`config.mk`:
```
export PLATFORM = sky130hd
export DESIGN_NAME = timer_prescaler_reload_search
export DESIGN_NICKNAME = d
export VERILOG_FILES = /design/src/rtl/core/tprs_pkg.sv /design/src/rtl/core/tprs_csr.sv /design/src/rtl/core/tprs_div.sv /design/src/rtl/core/timer_prescaler_reload_search.sv
export VERILOG_INCLUDE_DIRS = /design/src /design/src/rtl/core
export SDC_FILE = /design/constraint.sdc
export NUM_CORES = 2
export LEC_CHECK = 0
export CORE_UTILIZATION = 65
export DETAILED_ROUTE_END_ITERATION = 12
export DONT_BUFFER_PORTS = 1
export PLACE_DENSITY = 0.82
export SYNTH_ARGS = -nofsm -noshare
export SYNTH_HDL_FRONTEND = slang
export SYNTH_HIERARCHICAL = 1
export SYNTH_SLANG_ARGS = --single-unit
```
`constraint.sdc`:
```
create_clock -name clock -period 14.13 [get_ports clock]
set_clock_uncertainty 0.2 [all_clocks]
set_input_delay 1.413 -clock clock [delete_from_list [all_inputs] [get_ports clock]]
set_output_delay 1.413 -clock clock [all_outputs]
set_load 0.005 [all_outputs]
```
`src/rtl/core/assert_macros.svh`:
```
// Assertion macros shared by the RTL of the prescaler/reload search block.
// No dependencies; include by bare file name.
`ifndef ASSERT_MACROS_SVH
`define ASSERT_MACROS_SVH

// same-cycle implication
`define ASSERT_IMPLIES(label, clk, rst, ante, cons) \
   label: assert property (@(posedge clk) disable iff (rst) (ante) |-> (cons)) \
      else $error("assertion failed");

// next-cycle implication
`define ASSERT_NEXT(label, clk, rst, ante, cons) \
   label: assert property (@(posedge clk) disable iff (rst) (ante) |=> (cons)) \
      else $error("assertion failed");

`endif

```
`src/rtl/core/tprs_pkg.sv`:
```
// Package for the timer prescaler/reload search block: widths, register
// codes, limits and the structs between its modules. No dependencies.
`timescale 1ns / 1ps

package tprs_pkg;

   localparam int HZ_W         = 28;
   localparam int DIV_W        = 5;
   localparam int PSC_W        = 16;
   localparam int RLD_W        = 16;
   localparam int DEN_W        = PSC_W + 1 + HZ_W;
   localparam int DCNT_W       = $clog2(HZ_W);
   localparam int COUNTER_BITS = 16;
   localparam int ADDR_W       = 4;

   localparam logic [32:0]       CNT_MAX       = 33'((64'd1 << COUNTER_BITS) - 64'd1);
   localparam logic [PSC_W-1:0]  PSC_LAST      = '1;
   localparam logic [HZ_W-1:0]   SYS_CLK_RESET = 28'd80000000;
   localparam logic [DIV_W-1:0]  SLOW_RESET    = 5'd2;
   localparam logic [DIV_W-1:0]  FAST_RESET    = 5'd1;

   localparam logic [1:0] REG_SYS_CLK  = 2'd0;
   localparam logic [1:0] REG_SLOW_DIV = 2'd1;
   localparam logic [1:0] REG_FAST_DIV = 2'd2;

   typedef struct packed {
      logic [HZ_W-1:0]  sys_clk;
      logic [DIV_W-1:0] slow_div;
      logic [DIV_W-1:0] fast_div;
   } cfg_type;

   typedef struct packed {
      logic             start;
      logic [HZ_W-1:0]  dividend;
      logic [DEN_W-1:0] divisor;
   } div_req_type;

   typedef struct packed {
      logic            done;
      logic [HZ_W-1:0] quotient;
   } div_rsp_type;

endpackage

```
`src/rtl/core/tprs_csr.sv`:
```
// Configuration registers of the prescaler/reload search, APB-style access.
// Depends on tprs_pkg.
`timescale 1ns / 1ps

module tprs_csr import tprs_pkg::*; (
   input  logic              clock,
   input  logic              reset,
   input  logic              csr_psel,
   input  logic              csr_penable,
   input  logic              csr_pwrite,
   input  logic [ADDR_W-1:0] csr_paddr,
   input  logic [31:0]       csr_pwdata,
   output logic [31:0]       csr_prdata,
   output logic              csr_pready,
   output cfg_type           cfg
);

   cfg_type cfg_ff, cfg_in;
   logic    wr_en;

   assign csr_pready = 1'b1;
   assign wr_en      = csr_psel & csr_penable & csr_pwrite & csr_pready;
   assign cfg        = cfg_ff;

   always_comb begin
      cfg_in = cfg_ff;
      if (wr_en) begin
         case (csr_paddr[3:2])
            REG_SYS_CLK:  cfg_in.sys_clk  = csr_pwdata[HZ_W-1:0];
            REG_SLOW_DIV: cfg_in.slow_div = csr_pwdata[DIV_W-1:0];
            REG_FAST_DIV: cfg_in.fast_div = csr_pwdata[DIV_W-1:0];
            default:      cfg_in = cfg_ff;
         endcase
      end
   end

   always_comb begin
      case (csr_paddr[3:2])
         REG_SYS_CLK:  csr_prdata = 32'(cfg_ff.sys_clk);
         REG_SLOW_DIV: csr_prdata = 32'(cfg_ff.slow_div);
         REG_FAST_DIV: csr_prdata = 32'(cfg_ff.fast_div);
         default:      csr_prdata = '0;
      endcase
   end

   always_ff @(posedge clock) begin
      if (reset) begin
         cfg_ff.sys_clk  <= SYS_CLK_RESET;
         cfg_ff.slow_div <= SLOW_RESET;
         cfg_ff.fast_div <= FAST_RESET;
      end else begin
         cfg_ff <= cfg_in;
      end
   end

endmodule

```
`src/rtl/core/tprs_div.sv`:
```
// Shared restoring divider, one quotient bit per cycle, done pulse at the end.
// Depends on tprs_pkg.
`timescale 1ns / 1ps

module tprs_div import tprs_pkg::*; (
   input  logic        clock,
   input  logic        reset,
   input  div_req_type div_req,
   output div_rsp_type div_rsp
);

   logic              busy_ff, busy_in;
   logic              done_ff, done_in;
   logic [DCNT_W-1:0] cnt_ff, cnt_in;
   logic [HZ_W-1:0]   q_ff, q_in;
   logic [HZ_W-1:0]   rem_ff, rem_in;
   logic [DEN_W-1:0]  dsr_ff, dsr_in;
   logic [HZ_W:0]     trial;
   logic              ge;

   assign trial = {rem_ff, q_ff[HZ_W-1]};
   assign ge    = DEN_W'(trial) >= dsr_ff;

   always_comb begin
      busy_in = busy_ff;
      done_in = busy_ff && (cnt_ff == '0);
      cnt_in  = cnt_ff;
      q_in    = q_ff;
      rem_in  = rem_ff;
      dsr_in  = dsr_ff;
      if (div_req.start) begin
         busy_in = 1'b1;
         cnt_in  = DCNT_W'(HZ_W - 1);
         q_in    = div_req.dividend;
         rem_in  = '0;
         dsr_in  = div_req.divisor;
      end else if (busy_ff) begin
         rem_in = ge ? HZ_W'(DEN_W'(trial) - dsr_ff) : trial[HZ_W-1:0];
         q_in   = {q_ff[HZ_W-2:0], ge};
         cnt_in = cnt_ff - 1'b1;
         if (cnt_ff == '0) begin
            busy_in = 1'b0;
         end
      end
   end

   always_ff @(posedge clock) begin
      if (reset) begin
         busy_ff <= 1'b0;
         done_ff <= 1'b0;
      end else begin
         busy_ff <= busy_in;
         done_ff <= done_in;
      end
      cnt_ff <= cnt_in;
      q_ff   <= q_in;
      rem_ff <= rem_in;
      dsr_ff <= dsr_in;
   end

   assign div_rsp.done     = done_ff;
   assign div_rsp.quotient = q_ff;

endmodule

```
`src/rtl/core/timer_prescaler_reload_search.sv`:
```
// Top level of the timer prescaler/reload search: sequencer over the shared
// divider, result register. Depends on tprs_pkg, tprs_csr, tprs_div, assert_macros.svh.
//
//   channel | direction | content
//   req_*   | in        | tdata[27:0] target_hz, tuser[0] on_fast_bus
//   rsp_*   | out       | tdata[15:0] prescaler, [31:16] reload, tuser[0] no_match
//   csr_*   | in/out    | APB: 0x0 system_clock_hz, 0x4 slow_bus_divider, 0x8 fast_bus_divider
//
// One item at a time: one division for the bus clock, then for each prescaler tried
// one or two divisions on the shared divider plus steps. A zero target skips the
// divisions and goes straight to the result state.
// Synchronous active-high reset clears the sequencer and result valid.
// A stalled result holds in the output register; the next item is taken meanwhile.
`timescale 1ns / 1ps

`include "assert_macros.svh"

module timer_prescaler_reload_search import tprs_pkg::*; (
   input  logic              clock,
   input  logic              reset,
   input  logic              req_tvalid,
   output logic              req_tready,
   input  logic [31:0]       req_tdata,   // [27:0] target_hz, [31:28] zero
   input  logic              req_tuser,   // [0] on_fast_bus
   output logic              rsp_tvalid,
   input  logic              rsp_tready,
   output logic [31:0]       rsp_tdata,   // [15:0] prescaler, [31:16] reload
   output logic              rsp_tuser,   // [0] no_match
   input  logic              csr_psel,
   input  logic              csr_penable,
   input  logic              csr_pwrite,
   input  logic [ADDR_W-1:0] csr_paddr,
   input  logic [31:0]       csr_pwdata,
   output logic [31:0]       csr_prdata,
   output logic              csr_pready
);

   typedef enum logic [3:0] {
      S_IDLE, S_CLK_DIV, S_CLK_WAIT, S_MUL1, S_DIV1, S_WAIT1, S_CHECK,
      S_MUL2, S_DIV2, S_WAIT2, S_CMP, S_DONE
   } state_type;

   cfg_type     cfg;
   div_req_type div_req;
   div_rsp_type div_rsp;

   state_type        state_ff, state_in;
   logic [HZ_W-1:0]  f_ff, f_in;
   logic [HZ_W-1:0]  clk_ff, clk_in;
   logic [DIV_W-1:0] div_ff, div_in;
   logic [PSC_W-1:0] p_ff, p_in;
   logic [HZ_W-1:0]  ideal_ff, ideal_in;
   logic [DEN_W-1:0] den_ff, den_in;
   logic [HZ_W-1:0]  min_err_ff, min_err_in;
   logic [PSC_W-1:0] best_p_ff, best_p_in;
   logic [RLD_W-1:0] best_a_ff, best_a_in;
   logic             found_ff, found_in;
   logic             rsp_valid_ff, rsp_valid_in;
   logic [31:0]      rsp_data_ff, rsp_data_in;
   logic             rsp_user_ff, rsp_user_in;

   logic             req_xfer;
   logic [DIV_W-1:0] div_sel;
   logic [PSC_W:0]   p_one;
   logic [HZ_W-1:0]  mul_b;
   logic [DEN_W-1:0] product;
   logic [HZ_W-1:0]  a_val;
   logic [HZ_W-1:0]  err;
   logic             div_wait;

   tprs_csr u_csr (
      .clock       (clock),
      .reset       (reset),
      .csr_psel    (csr_psel),
      .csr_penable (csr_penable),
      .csr_pwrite  (csr_pwrite),
      .csr_paddr   (csr_paddr),
      .csr_pwdata  (csr_pwdata),
      .csr_prdata  (csr_prdata),
      .csr_pready  (csr_pready),
      .cfg         (cfg)
   );

   tprs_div u_div (
      .clock   (clock),
      .reset   (reset),
      .div_req (div_req),
      .div_rsp (div_rsp)
   );

   assign req_tready = (state_ff == S_IDLE);
   assign req_xfer   = req_tvalid & req_tready;
   assign rsp_tvalid = rsp_valid_ff;
   assign rsp_tdata  = rsp_data_ff;
   assign rsp_tuser  = rsp_user_ff;

   assign div_sel = req_tuser ? cfg.fast_div : cfg.slow_div;
   assign p_one   = {1'b0, p_ff} + 1'b1;
   assign mul_b   = (state_ff == S_MUL1) ? f_ff : ideal_ff;
   assign product = DEN_W'(p_one) * DEN_W'(mul_b);
   assign a_val   = ideal_ff - 1'b1;
   assign err     = (div_rsp.quotient > f_ff) ? div_rsp.quotient - f_ff
                                              : f_ff - div_rsp.quotient;

   assign div_wait = (state_ff == S_CLK_WAIT) || (state_ff == S_WAIT1) ||
                     (state_ff == S_WAIT2);

   assign div_req.start    = (state_ff == S_CLK_DIV) || (state_ff == S_DIV1) ||
                             (state_ff == S_DIV2);
   assign div_req.dividend = (state_ff == S_CLK_DIV) ? cfg.sys_clk : clk_ff;
   assign div_req.divisor  = den_ff;

   always_comb begin
      state_in     = state_ff;
      f_in         = f_ff;
      clk_in       = clk_ff;
      div_in       = div_ff;
      p_in         = p_ff;
      ideal_in     = ideal_ff;
      den_in       = den_ff;
      min_err_in   = min_err_ff;
      best_p_in    = best_p_ff;
      best_a_in    = best_a_ff;
      found_in     = found_ff;
      rsp_valid_in = rsp_valid_ff && !rsp_tready;
      rsp_data_in  = rsp_data_ff;
      rsp_user_in  = rsp_user_ff;
      case (state_ff)
         S_IDLE: begin
            if (req_xfer) begin
               f_in        = req_tdata[HZ_W-1:0];
               div_in      = (div_sel == '0) ? DIV_W'(1) : div_sel;
               den_in      = DEN_W'((div_sel == '0) ? DIV_W'(1) : div_sel);
               p_in        = '0;
               min_err_in  = req_tdata[HZ_W-1:0];
               best_p_in   = '0;
               best_a_in   = '0;
               found_in    = 1'b0;
               state_in    = (req_tdata[HZ_W-1:0] == '0) ? S_DONE : S_CLK_DIV;
            end
         end
         S_CLK_DIV: state_in = S_CLK_WAIT;
         S_CLK_WAIT: begin
            if (div_rsp.done) begin
               clk_in   = (div_ff > DIV_W'(1)) ? {div_rsp.quotient[HZ_W-2:0], 1'b0}
                                                : div_rsp.quotient;
               state_in = S_MUL1;
            end
         end
         S_MUL1: begin
            den_in   = product;
            state_in = S_DIV1;
         end
         S_DIV1: state_in = S_WAIT1;
         S_WAIT1: begin
            if (div_rsp.done) begin
               ideal_in = div_rsp.quotient;
               state_in = S_CHECK;
            end
         end
         S_CHECK: begin
            if (ideal_ff == '0) begin
               state_in = S_DONE;
            end else if (33'(a_val) > CNT_MAX) begin
               if (p_ff == PSC_LAST) begin
                  state_in = S_DONE;
               end else begin
                  p_in     = p_ff + 1'b1;
                  state_in = S_MUL1;
               end
            end else begin
               state_in = S_MUL2;
            end
         end
         S_MUL2: begin
            den_in   = product;
            state_in = S_DIV2;
         end
         S_DIV2: state_in = S_WAIT2;
         S_WAIT2: begin
            if (div_rsp.done) begin
               state_in = S_CMP;
               if (err < min_err_ff) begin
                  min_err_in  = err;
                  best_p_in   = p_ff;
                  best_a_in   = a_val[RLD_W-1:0];
                  found_in    = 1'b1;
               end
            end
         end
         S_CMP: begin
            if ((min_err_ff == '0 && found_ff) || p_ff == PSC_LAST) begin
               state_in = S_DONE;
            end else begin
               p_in     = p_ff + 1'b1;
               state_in = S_MUL1;
            end
         end
         S_DONE: begin
            if (!rsp_valid_ff || rsp_tready) begin
               rsp_valid_in = 1'b1;
               rsp_data_in  = {best_a_ff, best_p_ff};
               rsp_user_in  = !found_ff;
               state_in     = S_IDLE;
            end
         end
         default: state_in = S_IDLE;
      endcase
   end

   always_ff @(posedge clock) begin
      if (reset) begin
         state_ff     <= S_IDLE;
         rsp_valid_ff <= 1'b0;
      end else begin
         state_ff     <= state_in;
         rsp_valid_ff <= rsp_valid_in;
      end
      f_ff        <= f_in;
      clk_ff      <= clk_in;
      div_ff      <= div_in;
      p_ff        <= p_in;
      ideal_ff    <= ideal_in;
      den_ff      <= den_in;
      min_err_ff  <= min_err_in;
      best_p_ff   <= best_p_in;
      best_a_ff   <= best_a_in;
      found_ff    <= found_in;
      rsp_data_ff <= rsp_data_in;
      rsp_user_ff <= rsp_user_in;
   end

   `ASSERT_NEXT(a_busy_after_xfer, clock, reset, req_xfer, !req_tready)
   `ASSERT_IMPLIES(a_nomatch_zero, clock, reset, rsp_tvalid && rsp_tuser, rsp_tdata == '0)
   `ASSERT_IMPLIES(a_done_in_wait, clock, reset, div_rsp.done, div_wait)

endmodule

```
==> key figures <==
Global route
  • GRT Total Usage: 35.5%
  • Vias in the first global route: 28,387
  • Global route overflow: 0
  • Largest net degree at the start of global routing: 82
  • Initial antenna violation count: 2
  • First-pass GRT wire length: 156,000 µm

Layout
  • Register area: 11,100 µm²
  • Share of cells above drive strength 1: 6.95%
  • Area of the multi-input gates: 23,000 µm²
  • Final instance area: 39,200 µm²
  • # fillers: 4,240
  • P&R area growth vs syn: 5.54%
  • Post-layout net count: 4,483

Hold path
  • Hold crit path type: reg -> reg
  • Hold Crit Depth: 0
  • Worst hold start: best_a_ff[4]

Detailed routing
  • DR vias: 28,028
  • WL final: 99,300 µm
  • Via/cell ratio: 6.13
  • Residual DRC: 0
  • First DRT Iteration DRCs: 2,817
  • WL/cell: 21.7 µm
  • Antenna-violating nets left: 0
  • DR pass1 iterations: 6

Synthesis
  • Synth Register Bits: 394
  • Post-synthesis sequential area ratio: 29.8%
  • Synth Instances: 3,867
  • Top cells by area, synth: edfxtp_1 (26%), fa_1 (21%), ha_1 (7.9%), inv_1 (6.3%), nand2_1 (5.1%)
  • Yosys top cell by area: edfxtp_1
  • Avg Cell Area, Syn: 9.59 µm²
  • Ys async rst share: 0%
  • Post-synth top area share: 25.6%
  • Main synth FF type: edfxtp_1
  • Synthesized area: 37,100 µm²
  • Number of synthesized flops with an enable pin: 316
  • Yosys warns: 6
  • Synth cell types: 92

Worst setup path
  • Kind of critical path: reg -> reg
  • Critical Path Start Type: flip-flop
  • FF-to-FF path depth: 27
  • Worst EP arrival: 9.46 ns
  • Worst Path Required: 14.25 ns
  • CP Capture Type: flip-flop
  • Worst r2r src: p_ff[1]
  • Worst Setup SP: p_ff[1]
  • Crit-path max FO: 12

Floorplanning
  • Die X: 241 µm
  • Io pins: 144
  • Total die area: 58,000 µm²
  • Die Span Y: 241 µm
  • Row count: 87
  • Starting density of the core: 65.8%
  • Total core area: 56,400 µm²

Clock tree
  • Clock latency on the worst-skew pair: 0.62 ns
  • # clock sinks: 394
  • Clock Pin Slew Worst Setup and Hold Paths: 0.06 ns
  • CTS tree: built
  • Largest buffer count on any clock path: 3
  • H-Tree Depth: 2
  • Hold buffers post-CTS: 0
  • CTS root buf: clkbuf_16
  • Post_cts resized: 0
  • Post-CTS setup buffers: 0
  • Num CTS Buffers: 44

Placement
  • Placed cell areas: 37,600 µm²
  • DPL Wire Length: 76,600 µm
  • # port buffers: 0
  • Final Wtd Congestion: 0.979

Timing
  • Tightest Pin Transition: 1.28 ns
  • Fin crit share: 66.1%
  • Achievable Freq: 107 MHz
  • Endpoints failing setup: 0
  • Final Hold Viols: 0
  • RSZ-0062 raised after global routing: no
  • Setup_tns: 0 ns
  • Minimum clock period after layout: 9.34 ns
  • Fin. max-slew vios: 0
  • Slew HR: 14.3%

Job
  • Max-cap violations: 0

Status
  • Outcome: finished clean
[final timing paths]
| kind | to | slack (ns) |
|---|---|---|
| setup / recovery | den_ff[41] | 4.79 |
| hold / removal | rsp_tdata[20] | 0.21 |
| setup reg to reg | den_ff[41] | 4.79 |
| hold reg to reg | rsp_tdata[20] | 0.21 |
[cell type report]
type,count,share of cell area [%]
inverters,626,6.00
flip-flops and latches,394,28.2
clock buffers,49,2.86
diodes,1,0.00639
clock inverters,30,0.984
repair buffers,43,0.824
multi-input cells,2672,58.7
well taps,756,2.42
[cell usage after synthesis, types with 5 or more instances]
| library cell | instances |
|---|---|
| a221oi_1 | 7 |
| nand4b_1 | 5 |
| mux2_2 | 100 |
| o21a_1 | 31 |
| nand3_1 | 35 |
| ha_1 | 234 |
| nor2_1 | 300 |
| or2_2 | 7 |
| nor3b_1 | 8 |
| a21o_1 | 72 |
| inv_1 | 626 |
| nand2b_1 | 96 |
| xor2_1 | 50 |
| mux2i_1 | 96 |
| a211oi_1 | 24 |
| a21boi_0 | 7 |
| and2_1 | 55 |
| a31oi_1 | 12 |
| a2111oi_0 | 5 |
| and3_1 | 32 |
| dfxtp_1 | 78 |
| a21oi_1 | 131 |
| o21bai_1 | 11 |
| nand4_1 | 32 |
| fa_1 | 392 |
| o21ai_1 | 7 |
| a311oi_1 | 20 |
| or3_1 | 19 |
| and4_1 | 6 |
| o21ai_0 | 109 |
| nor2b_1 | 23 |
| buf_6 | 10 |
| nor4_1 | 28 |
| edfxtp_1 | 316 |
| buf_2 | 17 |
| clkbuf_1 | 135 |
| o31ai_1 | 9 |
| buf_4 | 13 |
| nand2_1 | 504 |
| o211ai_1 | 13 |
| xnor2_1 | 61 |
| nor3_1 | 49 |
| a211o_1 | 5 |
[stage by stage]
| stage | hold slack, ns | instances | utilization [%] | setup WS, ns |
|---|---|---|---|---|
| finish | 0.208 | 4571 | 69.4 | 4.79 |
| global route | 0.213 | 4570 | 69.4 | 4.29 |
| CTS | 0.205 | 4570 | 69.4 | 4.86 |
| detailed placement | 0.205 | 4491 | 66.8 | 4.89 |
| global placement | 0.201 | 4491 | 66.8 | 4.95 |
| floorplan | 0.200 | 3870 | - | 6.37 |
[cells in the final DEF (no fill, tap or decap), types with 13 or more instances in the layout]
cell type | synthesis | layout
nor2b_1 | 23 | 23
edfxtp_1 | 316 | 316
xor2_1 | 50 | 49
ha_1 | 234 | 234
a311oi_1 | 20 | 20
and3_1 | 32 | 32
fa_1 | 392 | 392
clkbuf_16 | 0 | 44
mux2_2 | 100 | 100
or3_1 | 19 | 19
nor3_1 | 49 | 43
nand2_1 | 504 | 503
o211ai_1 | 13 | 13
a21oi_1 | 131 | 131
and2_1 | 55 | 55
nand4_1 | 32 | 32
a211oi_1 | 24 | 24
nor2_1 | 300 | 299
buf_4 | 13 | 43
dfxtp_1 | 78 | 77
nor4_1 | 28 | 27
inv_1 | 626 | 626
nand2b_1 | 96 | 96
a21o_1 | 72 | 72
xnor2_1 | 61 | 60
o21ai_0 | 109 | 109
o21a_1 | 31 | 31
mux2i_1 | 96 | 96
nand3_1 | 35 | 35
[critical path, stage by stage, from the launching register on]
cell and delay [ns]:
edfxtp_1 0.39, ha_1 0.25, nand2_1 0.07, nor2_1 0.23
and3_1 0.32, nand3_1 0.23, nor2_1 0.25, xor2_1 0.93
nand2_1 0.19, fa_1 0.55, fa_1 0.49, inv_1 0.05
fa_1 0.50, fa_1 0.45, fa_1 0.50, inv_1 0.05
fa_1 0.47, inv_1 0.04, ha_1 0.34, a21o_1 0.21
a211oi_1 0.34, o211ai_1 0.21, o21ai_0 0.64, a31oi_1 0.32
and2_1 0.26, a221oi_1 0.34, xor2_1 0.19, nor2_1 0.06
[per-layer routing]
metal | up-vias | GRT usage, % | part of all wire [%]
met4 | 0 | 15.3 | 4.2
met3 | 269 | 7.23 | 11
met5 | - | 0 | 0
met2 | 1491 | 55.4 | 45
li1 | 12478 | - | -
met1 | 13790 | 48.3 | 40
[cells by family after synthesis]
logic type,share of synthesized area [%]
XOR/XNOR,2.62
buffers and inverters,8.53
multiplexers,5.67
adder cells (fa/ha/maj),29.0
other,0.0202
AO/OA/AOI/OAI,9.12
AND/OR/NAND/NOR,15.2
flip-flops,29.8
[registers in the layout, summed over array words and instances, names as in the netlist]
| signal | flops |
|---|---|
| u_div/busy_ff | 1 |
| u_div/dsr_ff | 45 |
| f_ff | 28 |
| u_div/rem_ff | 28 |
| u_csr/cfg | 38 |
| rsp_tdata | 32 |
| u_div/done_ff | 1 |
| best_a_ff | 16 |
| min_err_ff | 28 |
| state_ff | 4 |
| u_div/cnt_ff | 5 |
| rsp_tvalid | 1 |
| den_ff | 45 |
| rsp_tuser | 1 |
| p_ff | 16 |
| clk_ff | 28 |
| best_p_ff | 16 |
| ideal_ff | 28 |
| found_ff | 1 |
| u_div/q_ff | 28 |
| div_ff | 4 |
Power is not shown: default switching activity piles up to over one toggle a cycle in this logic, so the estimate is an artifact.
